**src/rtl/core/edm_pkg.sv**
```systemverilog
// ----------------------------------------------------------------------------
// edm_pkg
// Shared widths, word types and the pipeline stage record for the
// Euclidean divide/modulo unit.
// ----------------------------------------------------------------------------
package edm_pkg;

  // Working width of the division; port fields are fixed at DATA_W bits.
  localparam int WIDTH  = 64;
  localparam int DATA_W = 64;

  typedef logic [WIDTH-1:0] val_t;

  // Input word
  typedef struct packed {
    logic              mode;      // 0 unsigned, 1 signed Euclidean
    logic [DATA_W-1:0] dividend;
    logic [DATA_W-1:0] divisor;
  } in_word_t;

  // Result word
  typedef struct packed {
    logic [DATA_W-1:0] quotient;
    logic [DATA_W-1:0] remainder;
    logic              divide_by_zero;
  } out_word_t;

  // State carried down the divider pipeline
  typedef struct packed {
    logic a_neg;   // signed mode and dividend negative
    logic neg_q;   // quotient sign flips
    logic zero;    // divisor is zero
    val_t rem;     // partial remainder
    val_t quo;     // dividend bits still to shift in, quotient bits shifted in
    val_t bm;      // divisor magnitude
  } stage_t;

endpackage

```
**src/rtl/core/edm_div_stage.sv**
```systemverilog
// ----------------------------------------------------------------------------
// edm_div_stage
// One registered step of the restoring divider: shift one dividend bit into
// the partial remainder, trial subtract, keep or restore, emit a quotient bit.
// ----------------------------------------------------------------------------
module edm_div_stage (
  input  logic            clk,
  input  logic            rst,
  input  logic            en,
  input  logic            in_valid,
  input  edm_pkg::stage_t in_stage,
  output logic            out_valid,
  output edm_pkg::stage_t out_stage
);
  import edm_pkg::*;

  logic [WIDTH:0] sh;
  logic [WIDTH:0] diff;
  stage_t         nxt;

  // Trial subtract of the divisor from the shifted remainder
  always_comb begin
    sh            = {in_stage.rem, in_stage.quo[WIDTH-1]};
    diff          = sh - {1'b0, in_stage.bm};
    nxt           = in_stage;
    nxt.rem       = diff[WIDTH] ? sh[WIDTH-1:0] : diff[WIDTH-1:0];
    nxt.quo       = {in_stage.quo[WIDTH-2:0], ~diff[WIDTH]};
  end

  // Valid bit
  always_ff @(posedge clk) begin
    if (rst) begin
      out_valid <= 1'b0;
    end else if (en) begin
      out_valid <= in_valid;
    end
  end

  // Payload
  always_ff @(posedge clk) begin
    if (en) begin
      out_stage <= nxt;
    end
  end

endmodule

```
**config.mk**
```make
export PLATFORM = sky130hd
export DESIGN_NAME = edm_div_stage
export DESIGN_NICKNAME = d
export VERILOG_FILES = /design/src/rtl/core/edm_pkg.sv /design/src/rtl/core/edm_div_stage.sv
export SDC_FILE = /design/constraint.sdc
export NUM_CORES = 1
export LEC_CHECK = 0
export BUFFER_PORTS_ARGS = -buffer_cell sky130_fd_sc_hd__buf_2
export CORE_MARGIN = 4
export CORE_UTILIZATION = 40
export CTS_CLUSTER_SIZE = 20
export DETAILED_ROUTE_END_ITERATION = 7
export MAX_ROUTING_LAYER = met4
export PLACE_DENSITY = 0.67
export SETUP_SLACK_MARGIN = 0.5
export SKIP_CTS_REPAIR_TIMING = 1
export SLEW_MARGIN = 10
export SYNTH_ARGS = -nofsm -noshare
export SYNTH_HDL_FRONTEND = slang
export SYNTH_SLANG_ARGS = --single-unit
export TNS_END_PERCENT = 20
```
**constraint.sdc**
```tcl
create_clock -name clk -period 8.2 [get_ports clk]
set_input_delay 1.23 -clock clk [delete_from_list [all_inputs] [get_ports clk]]
set_output_delay 1.23 -clock clk [all_outputs]
set_load 0.02 [all_outputs]
```
Word level (Yosys, flattened, before mapping)
Index checks and enable logic that the tools add are counted.
{"block": "classes", "n_reduce_logical": 0, "n_bitwise": 1, "add_sub_neg": 1, "n_eq_ne": 0, "mux": 1, "n_shift": 0, "order_cmp": 0, "div_mod_pow": 0, "n_mul": 0}
{"operator": "65-bit by 64-bit subtractor with 65-bit output", "n": 1}
{"operator": "64-bit 2-to-1 mux", "n": 1}
{"operator": "1-bit inverter", "n": 1}
{"block": "word_totals", "regBits": 196, "memories": 0, "latch_bits": 0, "ramBits": 0, "inputBits": 199, "rom_bits": 0}

Logic depth before layout (Yosys ltp)
Gate-level depths: netlist of the first run.
{"block": "depth", "ltp_word": 2, "ltp_mapped": 14, "ltp_nobuf": 13}

Worst setup path before layout of the first run
OpenSTA, ideal clock, no wires.
{"block": "synth_timing", "path_type": "input port to flip-flop", "startpoint": "input port in_stage[27] (netlist name)", "endpoint": "register out_stage[181] (netlist name) (data pin)", "path_slack_ns": 3.882, "n_path_buf": 2, "stages": 14, "arrival_time_ns": 4.056, "setup_time_ns": 0.262, "cell_sequence": "inv_1 > ha_1 > buf_2 > nand4_1 > or4_1 > or3_1 > o32a_1 > a21oi_2 > o21ai_1 > and2_4 > o211a_4 > inv_6 > buf_6 > mux2_1"}
{"element": "from (decl)", "line": "edm_div_stage.sv:11", "source": "input edm_pkg::stage_t in_stage,"}
{"element": "to (signal assigned)", "line": "edm_div_stage.sv:42", "source": "out_stage <= nxt;"}
{"element": "to (decl)", "line": "edm_div_stage.sv:13", "source": "output edm_pkg::stage_t out_stage"}

==> summary.md, run 1 <==
| Metric | Value |
|---|---|
| Status | `finished, final reports clean` |
| Final HPWL DP | `roughly 24000 microns` |
| Remaining Overflow, GRT | `0` |
| Switch Pwr | `963 uW` |
| Most frequent cells in the layout | `buf_2 (393), edfxtp_1 (195), inv_1 (85), a21oi_1 (76), ha_1 (64)` |
| Post-synth EDFFs | `about 200` |
| Synth unique cells | `75` |
| WP buf/inv | `3` |
| Endpoint class of the critical path | `flop` |
| Seq/Total Area, Yosys | `0.535` |
| Cell Pwr Density | `around 210 nW/um^2` |
| Proportion of layout cells with a drive suffix above 1 | `0.333` |
| FF-to-FF End | `out_valid$_SDFFE_PP0P_` |
| Hold EP | `out_valid$_SDFFE_PP0P_` |
| Final Hold Fails | `0` |
| Crit path max fanout | `60` |
| Antenna violations before repair | `6` |
| Worst-skew pair later-pin latency | `~0.43 ns` |
| Critical path's slowest cell | `or4_1` |
| Final Util | `0.514` |
| Final Setup Violations | `0` |
| Syn Inst Count | `approximately 940` |
| Worst Path Arrival | `about 5 ns` |
| Clock Sinks | `196` |
| CP required | `roughly 8.4 ns` |
| DRC Markers | `0` |
| DIE WIDTH | `about 170 microns` |
| Non-Filler Instances | `around 1700` |
| Cells along the critical path | `buf_2 > inv_1 > ha_1 > nand4_1 > or4_1 > or3_1 > o32a_1 > a21oi_2 > o21ai_1 > and2_4 > o211a_4 > inv_6 > mux2_1` |
| Rows | `60` |
| Clock buffer depth | `2` |
| Via count | `around 8800` |
| Largest stage delay on the critical path | `between 0.6 and 0.7 ns` |
| Hold path depth | `2` |
| Mean Syn Cell Area | `about 12 sq um` |
| Seq cells post-synth | `just under 200` |
| First-pass GRT wire length | `~49000 microns` |
| Vias per cell | `around 5.2` |
| Crit path kind | `in -> reg` |
| Die area | `about 30000 sq um` |
| Worst reg-to-reg path cell count | `2` |
| Most common cell after layout, fill and taps aside | `buf_2` |
| Max cap viols | `0` |
| Peak supply drop | `0.000124 V` |
| H-tree levels | `4` |
| Drt initial violations | `between 400 and 500` |
| Mapped Nets | `between 1000 and 1500` |
| FFs w/ async S/R, synth | `0` |
| Placed Cells incl. Taps | `1642` |
| Final #Nets | `roughly 1600` |
| Final min period | `approximately 4.8 ns` |
| Leakage | `between 6 and 7 nW` |
| Clk_skew | `0 ns` |
| TritonCTS clock tree | `done` |
| Rel. slew slack | `0.372` |
| Routed len/inst | `between 15 and 20 microns` |
| Switch share | `0.330` |
| Synthesized area | `between 10000 and 15000 sq um` |
| Largest net degree at the start of global routing | `70` |
| Core Region | `27000 sq um` |
| Total GRT Usage | `0.208` |
| Gpl congestion | `0.890` |
| Part of the power in registers | `0.434` |
| Clock root cell | `clkbuf_16` |
| Starting Density | `0.407` |
| Cts bufs inserted | `17` |
| RSZ-0062 raised after global routing | `no` |
| Die height | `roughly 170 microns` |
| Hold crit path type | `reg -> reg` |
| Delay-heaviest family, CP | `simple AND/OR/NAND/NOR gates` |
| Vias in the first global route | `8957` |
| Yosys warning count | `0` |
| Setup crit start kind | `primary input` |
| Final worst-path cycle share | `0.581` |
| DRT Pass-1 Iters | `5` |
| Hold Startpoint | `out_valid$_SDFFE_PP0P_` |
| FMAX | `210 MHz` |
| Setup TNS | `0 ns` |
| Clk pwr share | `0.296` |
| Synth Flop Type | `edfxtp_1` |
| Input/output buffers | `394` |
| Int Pwr | `between 1.5 and 2 mW` |
| IO Count | `395` |
| WL final | `between 30000 and 40000 microns` |
| Least-Margin Pin Slew | `about 0.93 ns` |
| Flop2flop setup slack | `about 7.6 ns` |
| Worst R2R Start | `out_valid$_SDFFE_PP0P_` |
| Logic pwr share | `0.270` |
| Area grow syn2layout | `26.3%` |
| Clock slew seen by the registers of the worst setup and hold paths | `around 0.080 ns` |
| Slew Limit Fails | `0` |
| Detail Route Antenna Nets | `0` |
-- registers in the layout, indices dropped and copies added (netlist names) --
| name | count |
|---|---|
| out_stage | 195 |
| out_valid | 1 |
-- worst max-delay path by stage --
| stage | start | endpoint | slack (ns) | depth (start not counted) |
|---|---|---|---|---|
| floorplan | in_stage[27] | out_stage[181]$_DFFE_PP_ | 3.88 | 14 |
| detailed placement | in_stage[27] | out_stage[166]$_DFFE_PP_ | 3.00 | 13 |
| finish | in_stage[27] | out_stage[149]$_DFFE_PP_ | 3.44 | 13 |
| global placement | in_stage[27] | out_stage[155]$_DFFE_PP_ | 3.10 | 13 |
| global route | in_stage[27] | out_stage[135]$_DFFE_PP_ | 3.23 | 13 |
| CTS | in_stage[27] | out_stage[166]$_DFFE_PP_ | 3.43 | 13 |
-- logic make-up (layout without fill, tap and decap cells) --
logic type,after synthesis,count (layout),synth area share
buffers and inverters,119,515,0.0455
xor gates and xnor gates,57,57,0.0455
adders and majority gates,65,65,0.0748
other,0,6,0
AOI/OAI and AO/OA,240,240,0.144
muxes,64,64,0.0656
and+or+nand+nor,196,196,0.0889
DFF,196,196,0.535
-- cell usage after synthesis (15+ instances only) --
| cell | instances | area (sq um) |
|---|---|---|
| a21o_1 | 32 | 240 |
| a21oi_1 | 76 | 380 |
| clkbuf_1 | 24 | 90.1 |
| edfxtp_1 | 195 | 5860 |
| ha_1 | 64 | 801 |
| inv_1 | 85 | 319 |
| mux2_1 | 54 | 608 |
| nand2_1 | 62 | 233 |
| nand4_1 | 20 | 125 |
| nor2_1 | 41 | 154 |
| o21ai_0 | 23 | 115 |
| o21ai_1 | 15 | 75.1 |
| o21bai_1 | 15 | 113 |
| xnor2_1 | 34 | 298 |
| xor2_1 | 23 | 201 |
-- area by class of cell --
| class | instances | area (sq um) |
|---|---|---|
| diodes | 6 | 15.0 |
| clock buffers | 18 | 429 |
| clock inverters | 14 | 173 |
| fillers | 2450 | 13100 |
| inverters | 86 | 328 |
| multi-input cells | 622 | 4610 |
| flip-flops and latches | 196 | 5880 |
| well taps | 341 | 427 |
| repair buffers | 397 | 2000 |
-- stage by stage --
stage          setup slack [ns]  cell area [sq um]  hold WS, ns  total power, mW
3_3_place_gp               3.10              13200        0.467             2.06
5_1_grt                    3.23              13900        0.588             3.06
3_5_place_dp               3.00              13200        0.521             2.08
2_1_floorplan              3.88              11000        0.579             1.80
4_1_cts                    3.43              13800        0.541             2.95
6_report                   3.44              13900        0.519             2.92
-- power by group through the flow --
stage,logic [mW],registers [mW],clock network (mW)
floorplan,0.366,1.44,0
global placement,0.777,1.29,0
detailed placement,0.787,1.29,0
CTS,0.791,1.27,0.890
global route,0.857,1.28,0.926
finish,0.787,1.26,0.864
-- layer usage --
metal / routed length [microns] / track usage
met1: 13500 / 0.263
met5: 0 / -
met2: 14900 / 0.339
met4: 709 / 0.0561
met3: 2100 / 0.0478
-- worst min-delay path: stages (launching register included) --
cell,delay (ns)
dfxtp_1,0.34
mux2i_1,0.07
nor2_1,0.08
(Power assumes the default switching activity.)
==> inputs of run 2 (changes only) <==
--- a/config.mk
+++ b/config.mk
@@ -5,6 +5,7 @@
 export SDC_FILE = /design/constraint.sdc
 export NUM_CORES = 1
 export LEC_CHECK = 0
+export ABC_AREA = 1
 export BUFFER_PORTS_ARGS = -buffer_cell sky130_fd_sc_hd__buf_2
 export CORE_MARGIN = 4
 export CORE_UTILIZATION = 40
==> constraint.sdc (replaced) <==
create_clock -name clk -period 4 [get_ports clk]
set_input_delay 0.6 -clock clk [delete_from_list [all_inputs] [get_ports clk]]
set_output_delay 0.6 -clock clk [all_outputs]
set_load 0.02 [all_outputs]
==> run 2 against run 1 <==
  * Sequential power rose by 100%
  * Power rose by 110%
  * Cell count rose by 59%
  * Critical endpoint is now out_stage[152]$_DFFE_PP_
==> summary.md, run 2 <==
| Metric | Value |
|---|---|
| Status | `finished, final reports clean (unchanged)` |
| Setup TNS | `0 ns (unchanged)` |
| Cell Area, Placed | `15600 sq um (was 13200 sq um)` |
| Most common cell after layout, fill and taps aside | `nand2_1 (was buf_2)` |
| Gpl congestion | `0.973 (was 0.890)` |
| Clock buffer depth | `2 (unchanged)` |
| CP dominant cell by count | `nand2_1` |
| FFs w/ async S/R, synth | `0 (unchanged)` |
| Largest net degree at the start of global routing | `78 (was 70)` |
| Clock root cell | `clkbuf_16 (unchanged)` |
| Endpoint class of the critical path | `flop (unchanged)` |
| Seq cells post-synth | `196 (unchanged)` |
| Syn Inst Count | `1802 (was 937)` |
| Final HPWL DP | `39200 microns (was 24400 microns)` |
| DIE WIDTH | `189 microns (was 174 microns)` |
| Vias per cell | `4.60 (was 5.23)` |
| Fill cells | `3304 (was 2450)` |
| Area grow syn2layout | `23.2% (was 26.3%)` |
| Remaining Overflow, GRT | `0 (unchanged)` |
| Slew Limit Fails | `0 (unchanged)` |
| Synth unique cells | `33 (was 75)` |
| Hold crit path type | `in -> reg (was reg -> reg)` |
| Top-count cell post-synth | `nand2_1 (was edfxtp_1)` |
| Leakage | `9.08 nW (was 6.19 nW)` |
| Synth Flop Type | `edfxtp_1 (unchanged)` |
| Top post-synthesis cells by area | `edfxtp_1 (45%), nand2_1 (23%), inv_1 (11%) (was edfxtp_1 (53%), ha_1 (7.3%), mux2_1 (5.5%))` |
| Seq/Total Area, Yosys | `0.448 (was 0.535)` |
| Detail Route Antenna Nets | `0 (unchanged)` |
| H-tree levels | `4 (unchanged)` |
| Mapped Nets | `2066 (was 1201)` |
| Yosys warning count | `0 (unchanged)` |
| Core Region | `32500 sq um (was 27000 sq um)` |
| Biggest regs | `out_stage x195, out_valid x1 (unchanged)` |
| IO Count | `395 (unchanged)` |
| Placed Cells incl. Taps | `2632 (was 1642)` |
| Starting Density | `0.404 (was 0.407)` |
| Routed len/inst | `17.3 microns (was 18.6 microns)` |
| Worst-skew pair later-pin latency | `0.45 ns (was 0.43 ns)` |
| Final min period | `around 3.0 ns` |
| Antenna violations before repair | `2 (was 6)` |
| Post-synth EDFFs | `195 (unchanged)` |
| Top reg by flops | `out_stage (unchanged)` |
| Delay-heaviest family, CP | `simple AND/OR/NAND/NOR gates (unchanged)` |
| Non-Filler Instances | `2668 (was 1680)` |
| First-pass GRT wire length | `69300 microns (was 49000 microns)` |
| Drt initial violations | `717 (was 483)` |
| DRT Pass-1 Iters | `5 (unchanged)` |
| Cts bufs inserted | `17 (unchanged)` |
| Area share of the largest cell type after synthesis | `0.447 (was 0.534)` |
| Clk_skew | `0 ns (unchanged)` |
| Final Setup Violations | `0 (unchanged)` |
| Mean Syn Cell Area | `7.28 sq um (was 11.7 sq um)` |
| Largest stage delay on the critical path | `0.45 ns (was 0.61 ns)` |
| Cells along the critical path | `buf_2 > ha_1 > fa_1 > inv_1 > nand2_1 > nand2_1 > nand3_1 > nand2_2 > nand2_1 > nand2_2 > nand2_1 > nand2_2 > nand2_2 > nand3_1 > nand2_4 > nand2_1 > nand2_1 (was buf_2 > inv_1 > ha_1 > nand4_1 > or4_1 > or3_1 > o32a_1 > a21oi_2 > o21ai_1 > and2_4 > o211a_4 > inv_6 > mux2_1)` |
| Least-Margin Pin Slew | `0.782 ns (was 0.931 ns)` |
| WP buf/inv | `2 (was 3)` |
| Most frequent cells in the layout | `nand2_1 (788), buf_2 (393), inv_1 (388), edfxtp_1 (195), nor2_1 (104) (was buf_2 (393), edfxtp_1 (195), inv_1 (85), a21oi_1 (76), ha_1 (64))` |
| Total GRT Usage | `0.262 (was 0.208)` |
| Final Util | `0.498 (was 0.514)` |
| Rows | `66 (was 60)` |
| Input/output buffers | `394 (unchanged)` |
| CP required | `4.20 ns (was 8.38 ns)` |
| Clock slew seen by the registers of the worst setup and hold paths | `0.07 ns (was 0.08 ns)` |
| Final #Nets | `2473 (was 1584)` |
| WL final | `46200 microns (was 31200 microns)` |
| Peak supply drop | `0.000313 V (was 0.000124 V)` |
| Rel. slew slack | `0.479 (was 0.372)` |
| Synth top cells by count | `nand2_1 (788), inv_1 (388), edfxtp_1 (195), nor2_1 (104), nand3_1 (70) (was edfxtp_1 (195), inv_1 (85), a21oi_1 (76), ha_1 (64), nand2_1 (62))` |
| Max reg flops | `195 (unchanged)` |
| Synthesized area | `13100 sq um (was 11000 sq um)` |
| Cell Pwr Density | `375 nW/um^2 (was 210 nW/um^2)` |
| Final worst-path cycle share | `0.748` |
| Crit path kind | `in -> reg (unchanged)` |
| Clock Sinks | `196 (unchanged)` |
| Worst Path Arrival | `3.20 ns (was 4.94 ns)` |
| Final Hold Fails | `0 (unchanged)` |
| Post-Place Setup Slack | `0.512 ns (was 3.00 ns)` |
| Die height | `189 microns (was 174 microns)` |
| DRC Markers | `0 (unchanged)` |
| Setup crit start kind | `primary input (unchanged)` |
| FF+latch area | `5880 sq um (unchanged)` |
| Flop2flop setup slack | `3.41 ns (was 7.61 ns)` |
| Synth area leader | `edfxtp_1 (unchanged)` |
| TritonCTS clock tree | `done (unchanged)` |
| Die area | `35700 sq um (was 30100 sq um)` |
| Proportion of layout cells with a drive suffix above 1 | `0.213 (was 0.333)` |
| RSZ-0062 raised after global routing | `no (unchanged)` |
| Max cap viols | `0 (unchanged)` |
| Cell area after layout | `16200 sq um (was 13900 sq um)` |
| Crit path max fanout | `64 (was 60)` |
| Via count | `12300 (was 8782)` |
| FMAX | `roughly 330 MHz` |
| Vias in the first global route | `12300 (was 8957)` |
| Multi-input combinational cell area | `5620 sq um (was 4610 sq um)` |
| Critical path's slowest cell | `fa_1 (was or4_1)` |
| Final WS setup | `1.01 ns (was 3.44 ns)` |
run 2: changes by cell type after synthesis, sizes merged, moves of 10 or more:
cell	delta
a21oi	-25
o21ai	-34
a21o	-32
xnor2	-33
inv	+306
mux2	-57
nand2	+756
nor2	+71
nor2b	-10
clkbuf	-24
nand3	+60
run 2: cell type report:
cell class | instances | share of cell area
timing repair buffer | 401 | 0.127
sequential | 196 | 0.364
clock inverter | 14 | 0.00898
antenna | 4 | 0.000619
inverter | 393 | 0.0913
multi-input combinational | 1200 | 0.348
tap | 442 | 0.0342
clock buffer | 18 | 0.0266
run 2: path summary, 6_finish.rpt:
check                          from                       end  cells after the start
max                     in_stage[0]  out_stage[152]$_DFFE_PP_                     17
min                             rst    out_valid$_SDFFE_PP0P_                      2
max reg2reg  out_valid$_SDFFE_PP0P_    out_valid$_SDFFE_PP0P_                      2
min reg2reg  out_valid$_SDFFE_PP0P_    out_valid$_SDFFE_PP0P_                      2
run 2: routing by layer:
layer | part of all wire | global-route usage
met5 | 0 | -
met2 | 0.49 | 0.449
met1 | 0.44 | 0.332
met4 | 0.015 | 0.0600
met3 | 0.052 | 0.0361
run 2: power by group:
part	switching (mW)	internal, mW
Sequential	0.0489	2.51
Clock	0.830	0.878
Combinational	1.24	0.555
Total	2.12	3.95
run 2: per-stage QoR:
step / total power, mW / hold slack, ns
2_1_floorplan: 3.75 / 0.579
3_3_place_gp: 4.39 / 0.475
3_5_place_dp: 4.41 / 0.490
4_1_cts: 6.13 / 0.269
5_1_grt: 6.42 / 0.281
6_report: 6.06 / 0.293
run 2: kinds of logic (layout without fill, tap and decap cells):
group,after synthesis,after routing,synth area share
compound gates,65,65,0.0263
xor+xnor,31,31,0.0207
fa+ha+maj,65,65,0.0626
buf+inv,406,826,0.123
flops,196,196,0.448
mux,1,1,0.000763
other cells,0,4,0
simple gates,1038,1038,0.318
==> inputs of run 3 (changes only) <==
--- a/config.mk
+++ b/config.mk
@@ -12,7 +12,6 @@
 export CTS_CLUSTER_SIZE = 20
 export DETAILED_ROUTE_END_ITERATION = 7
 export MAX_ROUTING_LAYER = met4
-export PLACE_DENSITY = 0.67
 export SETUP_SLACK_MARGIN = 0.5
 export SKIP_CTS_REPAIR_TIMING = 1
 export SLEW_MARGIN = 10
==> constraint.sdc (replaced) <==
create_clock -name clk -period 2.9 [get_ports clk]
set_input_delay 0.435 -clock clk [delete_from_list [all_inputs] [get_ports clk]]
set_output_delay 0.435 -clock clk [all_outputs]
set_load 0.02 [all_outputs]
==> run 3 against run 2 <==
  * Cell area increased by 3.7%
  * Sequential share of layout area down 1.3 points
  * Non-clock buffer count increased by 57
  * Via count is 1.4% higher
  * Combinational power increased by 47%
  * Largest power group unchanged
==> summary.md, run 3 (synthesis gave the netlist of run 2 again) <==
| Metric | Value |
|---|---|
| Status | `finished, final reports clean (unchanged)` |
| Pwr Total | `8.55 mW (was 6.06 mW)` |
| Clock Sinks | `196 (unchanged)` |
| Clk_skew | `0 ns (unchanged)` |
| Max cap viols | `0 (unchanged)` |
| WP buf/inv | `3 (was 2)` |
| DIE WIDTH | `189 microns (unchanged)` |
| Hold crit path type | `in -> reg (unchanged)` |
| Drt initial violations | `758 (was 717)` |
| Setup crit start kind | `primary input (unchanged)` |
| CP dominant cell by count | `nand2_1 (unchanged)` |
| Clock root cell | `clkbuf_16 (unchanged)` |
| Final Hold Fails | `0 (unchanged)` |
| Vias per cell | `4.57 (was 4.60)` |
| Via count | `12400 (was 12300)` |
| Starting Density | `0.404 (unchanged)` |
| Top reg by flops | `out_stage (unchanged)` |
| CP required | `3.12 ns (was 4.20 ns)` |
| DRT Pass-1 Iters | `5 (unchanged)` |
| Biggest regs | `out_stage x195, out_valid x1 (unchanged)` |
| DRC Markers | `0 (unchanged)` |
| Core Region | `32500 sq um (unchanged)` |
| Final HPWL DP | `40500 microns (was 39200 microns)` |
| Detail Route Antenna Nets | `0 (unchanged)` |
| Worst hold slack | `0.126 ns (was 0.293 ns)` |
| Crit path kind | `in -> reg (unchanged)` |
| H-tree levels | `4 (unchanged)` |
| Worst Path Arrival | `2.56 ns (was 3.20 ns)` |
| Leakage | `9.40 nW (was 9.08 nW)` |
| Crit path max fanout | `4 (was 64)` |
| Setup TNS | `0 ns (unchanged)` |
| Remaining Overflow, GRT | `0 (unchanged)` |
| Rows | `66 (unchanged)` |
| Final worst-path cycle share | `0.808` |
| Most frequent cells in the layout | `nand2_1 (785), buf_2 (393), inv_1 (386), edfxtp_1 (195), nor2_1 (102) (was nand2_1 (788), buf_2 (393), inv_1 (388), edfxtp_1 (195), nor2_1 (104))` |
| Area grow syn2layout | `27.8% (was 23.2%)` |
| Final min period | `2.34 ns` |
| Input/output buffers | `394 (unchanged)` |
| Least-Margin Pin Slew | `0.482 ns (was 0.782 ns)` |
| TritonCTS clock tree | `done (unchanged)` |
| First-pass GRT wire length | `70700 microns (was 69300 microns)` |
| Cells along the critical path | `buf_2 > inv_1 > ha_1 > nand2_1 > inv_1 > nand2_1 > nand2_1 > a21oi_1 > nand3_1 > nand2_1 > nand3_1 > nand2_1 > nand2_1 > nand2_1 > nand2_1 (was buf_2 > ha_1 > fa_1 > inv_1 > nand2_1 > nand2_1 > nand3_1 > nand2_2 > nand2_1 > nand2_2 > nand2_1 > nand2_2 > nand2_2 > nand3_1 > nand2_4 > nand2_1 > nand2_1)` |
| Rel. slew slack | `0.679 (was 0.479)` |
| Max reg flops | `195 (unchanged)` |
| Clock buffer depth | `2 (unchanged)` |
| Fill cells | `3317 (was 3304)` |
| Critical path's slowest cell | `ha_1 (was fa_1)` |
| Final Setup Violations | `0 (unchanged)` |
| Proportion of layout cells with a drive suffix above 1 | `0.240 (was 0.213)` |
| RSZ-0062 raised after global routing | `yes (was no)` |
| Total GRT Usage | `0.267 (was 0.262)` |
| Gpl congestion | `0.922 (was 0.973)` |
| Final #Nets | `2530 (was 2473)` |
| IO Count | `395 (unchanged)` |
| Peak supply drop | `0.000413 V (was 0.000313 V)` |
| Endpoint class of the critical path | `flop (unchanged)` |
| FMAX | `roughly 430 MHz` |
| Most common cell after layout, fill and taps aside | `nand2_1 (unchanged)` |
| Worst-skew pair later-pin latency | `0.45 ns (about the same)` |
| Largest stage delay on the critical path | `0.38 ns (was 0.45 ns)` |
| Largest net degree at the start of global routing | `52 (was 78)` |
| Delay-heaviest family, CP | `simple AND/OR/NAND/NOR gates (unchanged)` |
| Slew Limit Fails | `0 (unchanged)` |
| Post-Place Setup Slack | `0.0416 ns (was 0.512 ns)` |
| Vias in the first global route | `12400 (was 12300)` |
| Routed len/inst | `17.4 microns (was 17.3 microns)` |
| Clock slew seen by the registers of the worst setup and hold paths | `0.07 ns (about the same)` |
| Cts bufs inserted | `17 (unchanged)` |
| Die height | `189 microns (unchanged)` |
| Cell Pwr Density | `510 nW/um^2 (was 375 nW/um^2)` |
| WL final | `47200 microns (was 46200 microns)` |
| Final Util | `0.516 (was 0.498)` |
| Antenna violations before repair | `1 (was 2)` |
| Final WS setup | `0.557 ns (was 1.01 ns)` |
| Die area | `35700 sq um (unchanged)` |
## run 3: final cells by class
class	instances	area (sq um)	area share
multi-input combinational	1200	5700	0.340
inverter	393	1480	0.0883
clock inverter	14	149	0.00888
clock buffer	18	429	0.0256
tap	442	553	0.0330
timing repair buffer	458	2570	0.153
antenna	1	2.50	0.000149
sequential	196	5880	0.351
## run 3: metrics by stage
stage	instances	instance area, sq um
5_1_grt	2722	16800
3_3_place_gp	2688	16100
2_1_floorplan	1802	13100
6_report	2722	16800
4_1_cts	2720	16700
3_5_place_dp	2688	16100
## run 3: power by group
part	leakage [nW]	total, mW	internal (mW)	switching [mW]
Combinational	7.21	2.63	0.876	1.76
Sequential	1.91	3.54	3.47	0.0760
Clock	0.274	2.37	1.21	1.16
## run 3: final timing paths
check / startpoint / to / slack [ns] / cells after the start
setup / recovery: in_stage[16] / out_stage[181]$_DFFE_PP_ / 0.56 / 15
hold / removal: rst / out_valid$_SDFFE_PP0P_ / 0.13 / 2
setup reg to reg: out_valid$_SDFFE_PP0P_ / out_valid$_SDFFE_PP0P_ / 2.31 / 2
hold reg to reg: out_valid$_SDFFE_PP0P_ / out_valid$_SDFFE_PP0P_ / 0.50 / 2
## run 3: layer usage
metal,vias to the layer above,track usage,wire (microns)
li1,6441,-,-
met1,5596,0.335,20300
met2,368,0.458,23100
met3,32,0.0413,3050
met4,0,0.0597,717
met5,-,-,0
